===== src/rtl/rslh_pkg.sv =====
// ----------------------------------------------------------------------------
// rslh_pkg
// Shared constants, types and helper functions of the range scaled histogram.
// ----------------------------------------------------------------------------
package rslh_pkg;

    localparam int MAX_BUCKETS  = 256;
    localparam int SAMPLE_BITS  = 32;
    localparam int IDX_W        = $clog2(MAX_BUCKETS);
    localparam int NB_W         = 9;
    localparam int PROD_W       = 32 + NB_W;
    localparam int QUOT_W       = 22;
    localparam int STEP_W       = 6;
    localparam int LN_W         = 21;
    localparam logic [31:0] LN2_Q32 = 32'd2977044472;

    localparam logic [1:0] CMD_ADD   = 2'd0;
    localparam logic [1:0] CMD_READ  = 2'd1;
    localparam logic [1:0] CMD_CLEAR = 2'd2;

    localparam logic [1:0] REG_RANGE_LOW  = 2'd0;
    localparam logic [1:0] REG_RANGE_HIGH = 2'd1;
    localparam logic [1:0] REG_BUCKETS    = 2'd2;

    typedef struct packed {
        logic                start;
        logic [PROD_W-1:0]   num;
        logic [31:0]         den;
        logic [STEP_W-1:0]   steps;
    } t_div_req;

    typedef struct packed {
        logic                done;
        logic [QUOT_W-1:0]   quot;
    } t_div_rsp;

    typedef struct packed {
        logic                done;
        logic [LN_W-1:0]     ln;
    } t_log_rsp;

    localparam logic [31:0] EXP_CEIL [22] = '{
        32'd3, 32'd8, 32'd21, 32'd55, 32'd149, 32'd404, 32'd1097, 32'd2981,
        32'd8104, 32'd22027, 32'd59875, 32'd162755, 32'd442414, 32'd1202605,
        32'd3269018, 32'd8886111, 32'd24154953, 32'd65659970, 32'd178482301,
        32'd485165196, 32'd1318815735, 32'd3584912847
    };

    // floor(ln(x)) by compare against rounded-up powers of e
    function automatic logic [4:0] floor_ln(input logic [31:0] x);
        logic [4:0] k;
        k = 5'd0;
        for (int i = 0; i < 22; i++) begin
            if (x >= EXP_CEIL[i]) k = 5'(i + 1);
        end
        return k;
    endfunction

endpackage


===== src/rtl/rslh_log.sv =====
// ----------------------------------------------------------------------------
// rslh_log
// Natural log in Q.16 by repeated squaring of the mantissa, one square a cycle.
// ----------------------------------------------------------------------------
module rslh_log (
    input  logic               i_clk,
    input  logic               i_rst_n,
    input  logic               i_start,
    input  logic [31:0]        i_x,
    output rslh_pkg::t_log_rsp o_rsp
);
    import rslh_pkg::*;

    logic              r_run, n_run;
    logic              r_mul, n_mul;
    logic              r_done, n_done;
    logic [4:0]        r_cnt, n_cnt;
    logic [31:0]       r_m, n_m;
    logic [LN_W-1:0]   r_l2, n_l2;
    logic [LN_W-1:0]   r_ln, n_ln;
    logic [4:0]        msb;
    logic [63:0]       sq;
    logic [32:0]       sq_t;
    logic [LN_W+31:0]  prod;

    always_comb begin
        msb = 5'd0;
        for (int i = 0; i < 32; i++) begin
            if (i_x[i]) msb = 5'(i);
        end
    end

    assign sq   = r_m * r_m;
    assign sq_t = sq[63:31];
    assign prod = r_l2 * LN2_Q32;

    always_comb begin
        n_run  = r_run;
        n_mul  = 1'b0;
        n_done = 1'b0;
        n_cnt  = r_cnt;
        n_m    = r_m;
        n_l2   = r_l2;
        n_ln   = r_ln;
        if (i_start) begin
            n_run = 1'b1;
            n_cnt = 5'd16;
            n_m   = 32'(i_x << (5'd31 - msb));
            n_l2  = {msb, 16'd0};
        end else if (r_run) begin
            // square reached 2.0: halve and set this fraction bit
            if (sq_t[32]) begin
                n_m  = sq_t[32:1];
                n_l2 = r_l2 | (LN_W'(1) << (r_cnt - 5'd1));
            end else begin
                n_m  = sq_t[31:0];
            end
            n_cnt = r_cnt - 5'd1;
            if (r_cnt == 5'd1) begin
                n_run = 1'b0;
                n_mul = 1'b1;
            end
        end else if (r_mul) begin
            n_ln   = prod[LN_W+31:32];
            n_done = 1'b1;
        end
    end

    always_ff @(posedge i_clk) begin
        if (!i_rst_n) begin
            r_run  <= 1'b0;
            r_mul  <= 1'b0;
            r_done <= 1'b0;
            r_cnt  <= '0;
        end else begin
            r_run  <= n_run;
            r_mul  <= n_mul;
            r_done <= n_done;
            r_cnt  <= n_cnt;
        end
        r_m  <= n_m;
        r_l2 <= n_l2;
        r_ln <= n_ln;
    end

    assign o_rsp.done = r_done;
    assign o_rsp.ln   = r_ln;

endmodule


===== config.mk =====
export PLATFORM = sky130hd
export DESIGN_NAME = rslh_log
export DESIGN_NICKNAME = d
export VERILOG_FILES = /design/src/rtl/rslh_pkg.sv /design/src/rtl/rslh_log.sv
export SDC_FILE = /design/constraint.sdc
export NUM_CORES = 2
export LEC_CHECK = 0
export ABC_AREA = 0
export BUFFER_PORTS_ARGS = -buffer_cell sky130_fd_sc_hd__buf_2
export CAP_MARGIN = 40
export CORE_UTILIZATION = 55
export CTS_CLUSTER_DIAMETER = 40
export DETAILED_ROUTE_END_ITERATION = 12
export PLACE_DENSITY = 0.79
export SLEW_MARGIN = 15
export SYNTH_ARGS = -nofsm -noshare
export SYNTH_HDL_FRONTEND = slang
export SYNTH_SLANG_ARGS = --single-unit
export TNS_END_PERCENT = 20

===== constraint.sdc =====
create_clock -name i_clk -period 12.4 [get_ports i_clk]
set_input_delay 0.62 -clock i_clk [delete_from_list [all_inputs] [get_ports i_clk]]
set_output_delay 0.62 -clock i_clk [all_outputs]
set_load 0.005 [all_outputs]

==> flow_metrics.env <==
export IMPL_run_status="finished clean"
export IMPL_antenna_found_initial=2
export IMPL_area_growth_pct=4.112
export IMPL_grt_max_degree=45
export IMPL_grt_pass1_wl_um=180300
export IMPL_track_usage_pct=29.54
export IMPL_vias=31006
export IMPL_clkSinkCount=82
export IMPL_fin_crit_sh_pct=78.78
export IMPL_cts_hold_buffers=0
export IMPL_ys_seq_area_share_pct=5.157
export IMPL_drive_gt1_share_pct=3.444
export IMPL_startpoint_type="flop"
export IMPL_nNetsFinal=6090
export IMPL_final_setup_tns_ns=0
export IMPL_cts_made_buffers=9
export IMPL_crit_required_ns=12.46
export IMPL_ys_async_sr_fraction_pct=0
export IMPL_dieArea_um2=79460
export IMPL_die_h_um=281.9
export IMPL_rsz0062_at_grt="no"
export IMPL_wl_per_cell_um=19.93
export IMPL_gp_congestion=0.9866
export IMPL_synth_edff_count=58
export IMPL_cp_max_fo=24
export IMPL_num_rows=102
export IMPL_avgSynthCellArea_um2=9.468
export IMPL_drc=0
export IMPL_avgViaCountPerCell=5.566
export IMPL_grt_overflow_total=0
export IMPL_clk_path_buf_depth=2
export IMPL_cts_resized=0
export IMPL_initial_core_util_pct=55.62
export IMPL_synthesis_nets=6116
export IMPL_fin_worst_skew_ns=0.01211
export IMPL_synth_cells=4551
export IMPL_syn_cell_area_um2=43090
export IMPL_fin_crit_ns=9.769
export IMPL_slew_headroom_pct=34.51
export IMPL_synth_cell_types=82
export IMPL_core_um2=77470
export IMPL_ios=57
export IMPL_grt_pass1_vias=34498
export IMPL_dr_pass1_iters=6
export IMPL_clockRootBuffer="clkbuf_16"
export IMPL_final_max_slew_violation_count=0
export IMPL_reg2reg_slack_ns=2.63
export IMPL_cts_tree="done"
export IMPL_post_cts_buffers=0
export IMPL_ant_nets=0
export IMPL_wl_um=111000
export IMPL_worst_pin_slew_ns=0.9824
export IMPL_ys_warn_count=0
export IMPL_ys_ff_latch=82
export IMPL_arrival_ns=9.83
export IMPL_yosys_most_used_dff="edfxtp_1"
export IMPL_die_w_um=281.9
export IMPL_path_class="reg2reg"
export IMPL_htreeDepth=3
export IMPL_drv_cap=0
export IMPL_max_freq_ghz=0.1024
export IMPL_setup_viol=0
export IMPL_clkLatencyLatePin_ns=0.36
export IMPL_worstHoldPathType="reg2reg"
export IMPL_hpwl_um=93090
export IMPL_worstSetupEndpointType="flop"
export IMPL_hold_viol=0
export IMPL_path_clk_slew_ns=0.07
export IMPL_first_iter_violations=2069
export IMPL_port_buffers=56
==> worst max-delay path, cell delays in order, from the launching register on <==
cell and delay, ns:
edfxtp_1 0.99, buf_4 0.48, nand2_1 0.12, fa_1 0.50, inv_1 0.07, fa_1 0.44
fa_1 0.54, inv_1 0.05, fa_1 0.53, inv_1 0.05, fa_1 0.45, ha_1 0.30
fa_1 0.52, fa_1 0.45, ha_1 0.32, a21oi_1 0.27, o211ai_1 0.15, a211oi_1 0.61
o31ai_1 0.37, o21ai_2 0.35, o22ai_1 0.22, a21oi_1 0.53, nand2_1 0.60, nand3_1 0.38
o21ai_0 0.16
==> synthesized netlist by cell type, drive strengths merged (25+ instances only) <==
| cell type | count | area (um2) |
|---|---|---|
| nor2 | 123 | 469.2 |
| nor3 | 41 | 205.2 |
| nand3 | 31 | 155.2 |
| mux2i | 85 | 850.8 |
| nand2 | 370 | 1389 |
| xnor2 | 45 | 394.1 |
| and2 | 204 | 1276 |
| xor2 | 41 | 359.1 |
| a21oi | 117 | 589.3 |
| o21ai | 68 | 347.8 |
| clkbuf | 123 | 461.7 |
| a31oi | 25 | 162.6 |
| a21o | 43 | 322.8 |
| edfxtp | 58 | 1742 |
| inv | 1337 | 5019 |
| ha | 523 | 6544 |
| fa | 1007 | 20160 |
==> layout by cell type (no fill, tap or decap), types with 10 or more instances in the layout <==
cell,count
mux2i_1,85
o21ai_0,55
nand2_1,370
a21oi_1,116
inv_1,1338
xnor2_1,45
clkbuf_16,11
edfxtp_1,58
o21a_1,10
nor2_1,122
and2_1,204
nor3_1,41
buf_4,43
or2_2,10
o211ai_1,13
o21ai_1,11
o22ai_1,13
a21o_1,43
ha_1,523
buf_2,56
nand4_1,17
o31ai_1,10
fa_1,1007
nor4_1,10
a211oi_1,19
dfxtp_1,24
xor2_1,41
nand3_1,30
nor2b_1,15
a31o_2,11
a31oi_1,24
==> layer usage <==
metal / part of all wire [%] / global-route usage, %
met2: 51 / 52.44
met1: 36 / 34.15
met4: 6.2 / 14.86
met5: 0.0099 / 0
met3: 7.5 / 5.254
==> flip-flops by register name, indices dropped and copies added (netlist names) <==
signal  cells
r_ln       21
r_done      1
r_m        32
r_run       1
r_mul       1
r_l2       21
r_cnt       5
==> logic make-up after synthesis <==
family,count (synthesis),synth area share [%]
buffers and inverters,1482,13.01
XOR/XNOR,86,1.748
adder cells (fa/ha/maj),1530,61.97
flip-flops,82,5.157
multiplexers,89,2.079
AO/OA/AOI/OAI,417,6.470
AND/OR/NAND/NOR,864,9.557
other,1,0.008703
==> path summary, 6_finish.rpt <==
check	startpoint	to	cells past startpoint
min	r_cnt[1]$_SDFFE_PP0P_	r_cnt[1]$_SDFFE_PP0P_	2
max	r_m[2]$_DFFE_PP_	r_l2[20]$_DFFE_PP_	24
max reg2reg	r_m[2]$_DFFE_PP_	r_l2[20]$_DFFE_PP_	24
min reg2reg	r_cnt[1]$_SDFFE_PP0P_	r_cnt[1]$_SDFFE_PP0P_	2
==> final cells by class <==
type,instances,area (um2)
clock buffer,11,275.3
antenna,1,2.502
sequential,82,2222
timing repair buffer,106,733.2
fill,6527,32610
clock inverter,5,32.53
inverter,1339,5026
multi-input combinational,2987,35270
tap,1040,1301
==> stage by stage <==
step	cell area [um2]	worst slack, ns	utilization, %	std cells	hold WS [ns]
2_1_floorplan	43090	4.252	-	4551	0.4989
3_3_place_gp	44420	3.123	57.34	5547	0.5210
3_5_place_dp	44550	2.821	57.51	5554	0.5424
4_1_cts	44860	2.829	57.90	5570	0.5514
5_1_grt	44860	2.299	57.90	5570	0.5718
6_report	44860	2.631	57.91	5571	0.5485
Power is left out: the tool's default activity adds up to more than one toggle a clock period on the data nets, which glitch-free logic cannot reach.
