[src/rtl/rslh_pkg.sv]
// ----------------------------------------------------------------------------
// rslh_pkg
// Shared constants, types and helper functions of the range scaled histogram.
// ----------------------------------------------------------------------------
package rslh_pkg;

    localparam int MAX_BUCKETS  = 256;
    localparam int SAMPLE_BITS  = 32;
    localparam int IDX_W        = $clog2(MAX_BUCKETS);
    localparam int NB_W         = 9;
    localparam int PROD_W       = 32 + NB_W;
    localparam int QUOT_W       = 22;
    localparam int STEP_W       = 6;
    localparam int LN_W         = 21;
    localparam logic [31:0] LN2_Q32 = 32'd2977044472;

    localparam logic [1:0] CMD_ADD   = 2'd0;
    localparam logic [1:0] CMD_READ  = 2'd1;
    localparam logic [1:0] CMD_CLEAR = 2'd2;

    localparam logic [1:0] REG_RANGE_LOW  = 2'd0;
    localparam logic [1:0] REG_RANGE_HIGH = 2'd1;
    localparam logic [1:0] REG_BUCKETS    = 2'd2;

    typedef struct packed {
        logic                start;
        logic [PROD_W-1:0]   num;
        logic [31:0]         den;
        logic [STEP_W-1:0]   steps;
    } t_div_req;

    typedef struct packed {
        logic                done;
        logic [QUOT_W-1:0]   quot;
    } t_div_rsp;

    typedef struct packed {
        logic                done;
        logic [LN_W-1:0]     ln;
    } t_log_rsp;

    localparam logic [31:0] EXP_CEIL [22] = '{
        32'd3, 32'd8, 32'd21, 32'd55, 32'd149, 32'd404, 32'd1097, 32'd2981,
        32'd8104, 32'd22027, 32'd59875, 32'd162755, 32'd442414, 32'd1202605,
        32'd3269018, 32'd8886111, 32'd24154953, 32'd65659970, 32'd178482301,
        32'd485165196, 32'd1318815735, 32'd3584912847
    };

    // floor(ln(x)) by compare against rounded-up powers of e
    function automatic logic [4:0] floor_ln(input logic [31:0] x);
        logic [4:0] k;
        k = 5'd0;
        for (int i = 0; i < 22; i++) begin
            if (x >= EXP_CEIL[i]) k = 5'(i + 1);
        end
        return k;
    endfunction

endpackage

[src/rtl/rslh_div.sv]
// ----------------------------------------------------------------------------
// rslh_div
// Shared restoring divider, one quotient bit per cycle.
// ----------------------------------------------------------------------------
module rslh_div (
    input  logic              i_clk,
    input  logic              i_rst_n,
    input  rslh_pkg::t_div_req i_req,
    output rslh_pkg::t_div_rsp o_rsp
);
    import rslh_pkg::*;

    logic                r_run, n_run;
    logic                r_done, n_done;
    logic [STEP_W-1:0]   r_cnt, n_cnt;
    logic [PROD_W-1:0]   r_num, n_num;
    logic [31:0]         r_den, n_den;
    logic [31:0]         r_rem, n_rem;
    logic [QUOT_W-1:0]   r_q, n_q;
    logic [32:0]         trial;
    logic [STEP_W-1:0]   bit_pos;
    logic [PROD_W-1:0]   pre;

    assign bit_pos = r_cnt - STEP_W'(1);
    assign trial   = {r_rem, r_num[bit_pos]};
    assign pre     = i_req.num >> i_req.steps;

    always_comb begin
        n_run  = r_run;
        n_done = 1'b0;
        n_cnt  = r_cnt;
        n_num  = r_num;
        n_den  = r_den;
        n_rem  = r_rem;
        n_q    = r_q;
        if (i_req.start) begin
            // high part is known to be below the divisor
            n_run = 1'b1;
            n_cnt = i_req.steps;
            n_num = i_req.num;
            n_den = i_req.den;
            n_rem = pre[31:0];
            n_q   = '0;
        end else if (r_run) begin
            if (trial >= {1'b0, r_den}) begin
                n_rem = 32'(trial - {1'b0, r_den});
                n_q   = {r_q[QUOT_W-2:0], 1'b1};
            end else begin
                n_rem = trial[31:0];
                n_q   = {r_q[QUOT_W-2:0], 1'b0};
            end
            n_cnt = r_cnt - STEP_W'(1);
            if (r_cnt == STEP_W'(1)) begin
                n_run  = 1'b0;
                n_done = 1'b1;
            end
        end
    end

    always_ff @(posedge i_clk) begin
        if (!i_rst_n) begin
            r_run  <= 1'b0;
            r_done <= 1'b0;
            r_cnt  <= '0;
        end else begin
            r_run  <= n_run;
            r_done <= n_done;
            r_cnt  <= n_cnt;
        end
        r_num <= n_num;
        r_den <= n_den;
        r_rem <= n_rem;
        r_q   <= n_q;
    end

    assign o_rsp.done = r_done;
    assign o_rsp.quot = r_q;

endmodule

[config.mk]
export PLATFORM = sky130hd
export DESIGN_NAME = rslh_div
export DESIGN_NICKNAME = d
export VERILOG_FILES = /design/src/rtl/rslh_pkg.sv /design/src/rtl/rslh_div.sv
export SDC_FILE = /design/constraint.sdc
export NUM_CORES = 1
export LEC_CHECK = 0
export ABC_AREA = 1
export BUFFER_PORTS_ARGS = -buffer_cell sky130_fd_sc_hd__buf_4
export CORE_MARGIN = 2
export CORE_UTILIZATION = 50
export CTS_BUF_LIST = sky130_fd_sc_hd__clkbuf_4 sky130_fd_sc_hd__clkbuf_8
export DETAILED_ROUTE_END_ITERATION = 7
export GPL_TIMING_DRIVEN = 0
export PLACE_DENSITY = 0.69
export RECOVER_POWER = 25
export SYNTH_ARGS = -nofsm -noshare
export SYNTH_HDL_FRONTEND = slang
export SYNTH_SLANG_ARGS = --single-unit
[constraint.sdc]
create_clock -name i_clk -period 3.9 [get_ports i_clk]
set_input_delay 0.78 -clock i_clk [delete_from_list [all_inputs] [get_ports i_clk]]
set_output_delay 0.78 -clock i_clk [all_outputs]
set_load 0.03 [all_outputs]
==> out/results.ini, run 1 <==
[run_status]
status = completed

[flow_run]
max_cap_violations = 0

[grt]
grt_pass1_wl_um = 55020
grt_max_degree = 75
grt-ovfl-total = 0
antenna_found_initial = 0
grt_util_all_layers = 0.3282
grt_pass1_vias = 10210

[clock_tree]
clkLatencyLatePin_ps = 480
clock-sinks = 135
numCtsBuffers = 17
cts_tree = yes
cts_hold_buf = 0
htreeDepth = 4
root_buffer = clkbuf_8
clkTransAtPathRegs_ps = 90
cts_buffer_depth = 2

[drt]
first_pass_iters = 5
wirelength_um = 35750
via_per_inst = 5.391
drc = 0
vias = 10640
routedWlPerCell_um = 18.11
initialDrtViolationCount = 719
ant_nets = 0

[synthesis]
async_flop_share = 0
synth.most_common_cell = nand2_1
synth_cell_types = 45
ys_seq_elements = 135
netlist.area_leader.share = 0.2995
yosysTopAreaCell = edfxtp_1
synth_common_cells = 509 x nand2_1, 259 x inv_1, 241 x nand3_1
synth_nets = 1676
yosys_most_used_dff = edfxtp_1
synth_edf_count = 105
netlist_instances = 1559
synth_seq_area_share = 0.3565
synth-warning-count = 0
yosys-top-cells-area = edfxtp_1 30%, nand2_1 18%, nand3_1 11%
syn-cell-area_mm2 = 0.01053
syn_avg_cell_area_um2 = 6.754

[worst_hold_path]
hp-class = flip-flop to flip-flop

[timing]
fin_crit_ps = 3703
worst_pin_slew_ps = 1050
slew_violations = 0
finalSetupViolations = 0
fin_crit_sh = 0.9494
hold_violations = 0
final.setup_skew_ps = 27.37
max_freq_mhz = 270.1
final.setup.tns_ps = 0
relSlewSlack = 0.3002

[setup_path]
crit_arrival_ps = 3930
regToRegSetupSlack_ps = 200
endpoint_kind = flip-flop
required_ps = 4130
startpoint_type = flip-flop
critical_path_class = flip-flop to flip-flop
path_max_fanout = 10

[pwr]
irDropWorstVdd_mv = 0.2547
power_density_mw_per_mm2 = 509.8
switchingPower_w = 0.002778
internal_power_w = 0.003379
total_power_w = 0.006157
combPwrFrac = 0.498
clockPowerShare = 0.191
switching_share = 0.4512
seqPwrFrac = 0.311
p_leak_nw = 5.933

[floorplan]
initial_utilization = 0.5056
pin_count = 105
dieArea_mm2 = 0.02223
fp.dieH_um = 149.1
die_x_um = 149.1
coreArea_mm2 = 0.02082
rows = 53

[cells_and_area]
drive_gt1_frac = 0.1260
seqCellArea_mm2 = 0.003757
multi_input_area_mm2 = 0.005553
syn2layout_area_growth_pct = 14.69
fillCellCount = 2136
num-nets-final = 1803
diodes = 0

[placement]
post-dp-hpwl_um = 28220
gp_congestion = 1.012
numPortBuffers = 101

-- placed cells by master (no fill, tap or decap), types with 3 or more instances in the layout --
cell and count:
nand2_2 27, a31oi_1 6, buf_4 48, o22ai_1 25, or2_2 3, dfxtp_1 29, clkbuf_8 17, nand2_1 501
inv_1 256, nor3_1 7, nor2_4 3, o21bai_1 3, a21oi_1 32, ha_1 33, buf_8 3, edfxtp_1 105
clkinvlp_4 4, clkbuf_1 48, buf_12 3, clkinv_1 3, nand3_2 20, clkbuf_4 34, o21ai_0 37, nor2_1 79
o211ai_1 18, buf_1 13, nand3_1 238, inv_2 6, inv_6 8, nand4_1 11, xor2_1 4, nor2_2 6
and2_1 9, a22oi_1 4, xnor2_1 14, buf_2 14
-- power by group through the flow --
stage | logic (W) | clock network, W | registers (W)
finish | 0.00307 | 0.00118 | 0.00192
CTS | 0.00299 | 0.00119 | 0.00191
detailed placement | 0.00294 | 0 | 0.00194
floorplan | 0.00214 | 0 | 0.00189
global route | 0.00340 | 0.00124 | 0.00193
global placement | 0.00291 | 0 | 0.00194
-- critical path, stage by stage, from the launching register on --
cell	delay (ps)
dfxtp_4	390
inv_4	60
buf_8	140
ha_2	330
buf_8	150
inv_6	50
buf_8	130
nand3_1	80
nand3_1	80
nand3_1	130
nand3_1	100
nand3_2	120
nand2_1	50
inv_1	50
ha_1	140
inv_2	70
fa_2	400
nand2_1	80
nand3_1	90
and2_4	170
nand3_1	80
nand3_2	100
nand2_2	130
nand2_1	60
nand2_1	70
nand3_2	80
nand2_1	70
nand2_1	50
-- worst paths after layout --
kind | from | endpoint | cells past startpoint
worst min-delay path | r_q[21] | r_q[21] | 2
worst min register to register | r_q[21] | r_q[21] | 2
worst max register to register | r_cnt[0] | r_rem[28] | 27
worst max-delay path | r_cnt[0] | r_rem[28] | 27
-- area by class of cell --
type / instances / share of cell area
Clock buffer: 17 / 0.01938
Multi-Input combinational cell: 1103 / 0.4599
Clock inverter: 15 / 0.01161
Timing Repair Buffer: 108 / 0.05896
Tap cell: 275 / 0.02849
Buffer: 56 / 0.02756
Sequential cell: 135 / 0.3112
Inverter: 265 / 0.08300
-- state kept, by name, summed over array words and instances (netlist names) --
register,flops
r_num,41
r_done,1
r_run,1
r_rem,32
r_den,32
r_cnt,6
r_q,22
-- per-stage QoR --
stage	std cells	setup slack, ps	cell area [um2]	hold slack (ps)	utilization
global placement	1935	-548.0	11630	443.2	0.5586
floorplan	1559	355.1	10530	454.6	-
global route	1974	-13.81	12080	485.5	0.5799
detailed placement	1935	-585.1	11630	447.7	0.5586
CTS	1969	4.963	12060	466.5	0.5793
finish	1974	197.4	12080	463.1	0.5799
-- metal layers --
layer,track usage,part of all wire
met5,0,0
met1,0.3967,0.41
met4,0.1652,0.052
met2,0.5696,0.48
met3,0.04862,0.060
-- what timing repair did --
item,4_1_cts,5_1_grt
endpoints found under the setup margin,33,32
setup buffers,2,4
pin swaps,0,3
cloned,0,1
gates resized for setup,14,23
hold endpoints to repair,0,0
-- logic make-up (layout without fill, tap and decap cells) --
group,count (synthesis),after routing,share of synthesized area
buf+inv,321,461,0.1230
simple gates,914,914,0.3851
xor+xnor,20,20,0.01664
compound gates,134,134,0.07641
flops,135,135,0.3565
fa+ha+maj,35,35,0.04231
Note: power is estimated with default switching activity, not from simulation.
==> run 2: changes to the inputs <==
--- a/config.mk
+++ b/config.mk
@@ -7,7 +7,6 @@
 export LEC_CHECK = 0
 export ABC_AREA = 1
 export BUFFER_PORTS_ARGS = -buffer_cell sky130_fd_sc_hd__buf_4
-export CORE_MARGIN = 2
 export CORE_UTILIZATION = 50
 export CTS_BUF_LIST = sky130_fd_sc_hd__clkbuf_4 sky130_fd_sc_hd__clkbuf_8
 export DETAILED_ROUTE_END_ITERATION = 7
==> out/results.ini, run 2 (synthesis gave the netlist of run 1 again) <==
[run_status]
violations = design-rule violations
status = finished, violations left

[drt]
ant_nets = 0
drc = 2
vias = 10670
via_per_inst = 5.425
first_pass_iters = 8
wirelength_um = 35850
routedWlPerCell_um = 18.23
initialDrtViolationCount = 911

[timing]
hold_violations = 0
final.setup_skew_ps = 20.58
fin_crit_ps = 3666
worst_hold_slack_ps = 480.3
relSlewSlack = 0.3217
fin_crit_sh = 0.9399
rsz0062_at_grt = no
finalSetupViolations = 0
max_freq_mhz = 272.8
slew_violations = 0
worst_pin_slew_ps = 1017

[setup_path]
path_max_fanout = 15
crit_family = simple AND/OR/NAND/NOR gates
critical_path_class = flip-flop to flip-flop
required_ps = 4110
max_stage_delay_ps = 390
endpoint_kind = flip-flop
path_cells = inv_4 -> ha_1 -> buf_6 -> inv_4 -> buf_6 -> nand3_1 -> nand3_1 -> nand3_2 -> nand3_1 -> nand3_2 -> nand2_1 -> inv_1 -> ha_1 -> nand4_1 -> nor2_1 -> nand2_1 -> nand3_1 -> a21oi_4 -> buf_4 -> nand2_1 -> nand3_1 -> nand2_1
cpMaxStageDelayCell = dfxtp_4
path_buf_inv = 6
cp_common_cell = nand3_1
crit_arrival_ps = 3880
startpoint_type = flip-flop

[cells_and_area]
drive_gt1_frac = 0.1279
largestRegisters = r_num (41), r_den (32), r_rem (32)
layout_commonest_cell = nand2_1
regMostFlops = r_num
syn2layout_area_growth_pct = 15.00
largest_register_ffs = 41
num-nets-final = 1801
final_core_util = 0.5927
final_cell_mix = 502 x nand2_1, 256 x inv_1, 236 x nand3_1
fillCellCount = 2076
diodes = 0

[grt]
grt-ovfl-total = 0
grt_pass1_wl_um = 55680
grt_pass1_vias = 10310
antenna_found_initial = 0
grt_max_degree = 75
grt_util_all_layers = 0.3398

[floorplan]
coreArea_mm2 = 0.02043
pin_count = 105
initial_utilization = 0.5154
fp.dieH_um = 147.1
die_x_um = 147.1
dieArea_mm2 = 0.02164
rows = 52

[placement]
numPortBuffers = 101
gp_congestion = 0.9846
post-dp-hpwl_um = 28640

[clock_tree]
cts_hold_buf = 0
cts_tree = yes
clkLatencyLatePin_ps = 460
numCtsBuffers = 17
clkTransAtPathRegs_ps = 80
clock-sinks = 135
root_buffer = clkbuf_8
cts_buffer_depth = 2
htreeDepth = 4

[worst_hold_path]
hp-class = flip-flop to flip-flop

[pwr]
p_leak_nw = 5.983
total_power_w = 0.006335
irDropWorstVdd_mv = 0.1973
power_density_mw_per_mm2 = 523.3

[flow_run]
max_cap_violations = 0

[run 2: changes by cell type in the layout (fill, tap and decap cells not counted), moves of 3 or more]
cell	previous run	this run
nand2_2	27	24
clkbuf_4	34	38
inv_4	1	5
inv_6	8	3
xnor2_2	0	3
bufinv_16	1	4
clkinvlp_4	4	0
buf_8	3	0
[run 2: worst paths after layout]
| path | cells after the start | startpoint | slack, ps | endpoint |
|---|---|---|---|---|
| hold / removal | 2 | r_q[21] | 480 | r_q[21] |
| hold reg to reg | 2 | r_q[21] | 480 | r_q[21] |
| setup reg to reg | 22 | r_cnt[0] | 230 | r_rem[19] |
| setup / recovery | 22 | r_cnt[0] | 230 | r_rem[19] |
[run 2: per-stage QoR]
stage               TNS (ps)  worst slack [ps]  cell area (um2)  cells
floorplan                  0             355.1            10530   1559
global placement      -33150            -596.9            11620   1930
detailed placement    -15270            -659.5            11630   1930
CTS                        0             33.96            12130   1962
global route               0             22.55            12110   1967
finish                     0             234.2            12110   1967
[run 2: final cells by class]
type | instances | area, um2 | area share
Multi-Input combinational cell | 1103 | 5568 | 0.4599
Sequential cell | 135 | 3757 | 0.3103
Inverter | 265 | 999.7 | 0.08257
Timing Repair Buffer | 107 | 691.9 | 0.05715
Tap cell | 270 | 337.8 | 0.02790
Buffer | 55 | 310.3 | 0.02563
Clock buffer | 19 | 249.0 | 0.02056
Clock inverter | 13 | 193.9 | 0.01602
[run 2: what timing repair did]
action                                  in CTS  in global routing
pin swaps                                    0                  4
endpoints found under the setup margin      33                 29
gates resized for setup                     19                 17
setup buffers                                0                  5
gates cloned                                 0                  1
[run 2: routing by layer]
layer / up-vias / part of all wire / GRT usage
li1: 5278 / - / -
met1: 4893 / 0.41 / 0.4127
met2: 413 / 0.49 / 0.6019
met3: 86 / 0.056 / 0.04348
met4: 0 / 0.041 / 0.1459
met5: - / 0 / 0
[run 2: where the power goes]
group / leakage [nW] / switching (W) / internal, W
combinational: 4.46 / 0.00201 / 0.00107
clock: 0.229 / 0.000634 / 0.000725
sequential: 1.29 / 0.000109 / 0.00179
[run 2: worst register-to-register path, cell delays in order, from the launching register on]
cell and delay [ps]:
dfxtp_4 390, inv_4 90, ha_1 320, buf_6 160, inv_4 90, buf_6 120, nand3_1 90, nand3_1 140
nand3_2 110, nand3_1 140, nand3_2 100, nand2_1 70, inv_1 40, ha_1 330, nand4_1 140, nor2_1 50
nand2_1 100, nand3_1 130, a21oi_4 310, buf_4 280, nand2_1 70, nand3_1 120, nand2_1 60
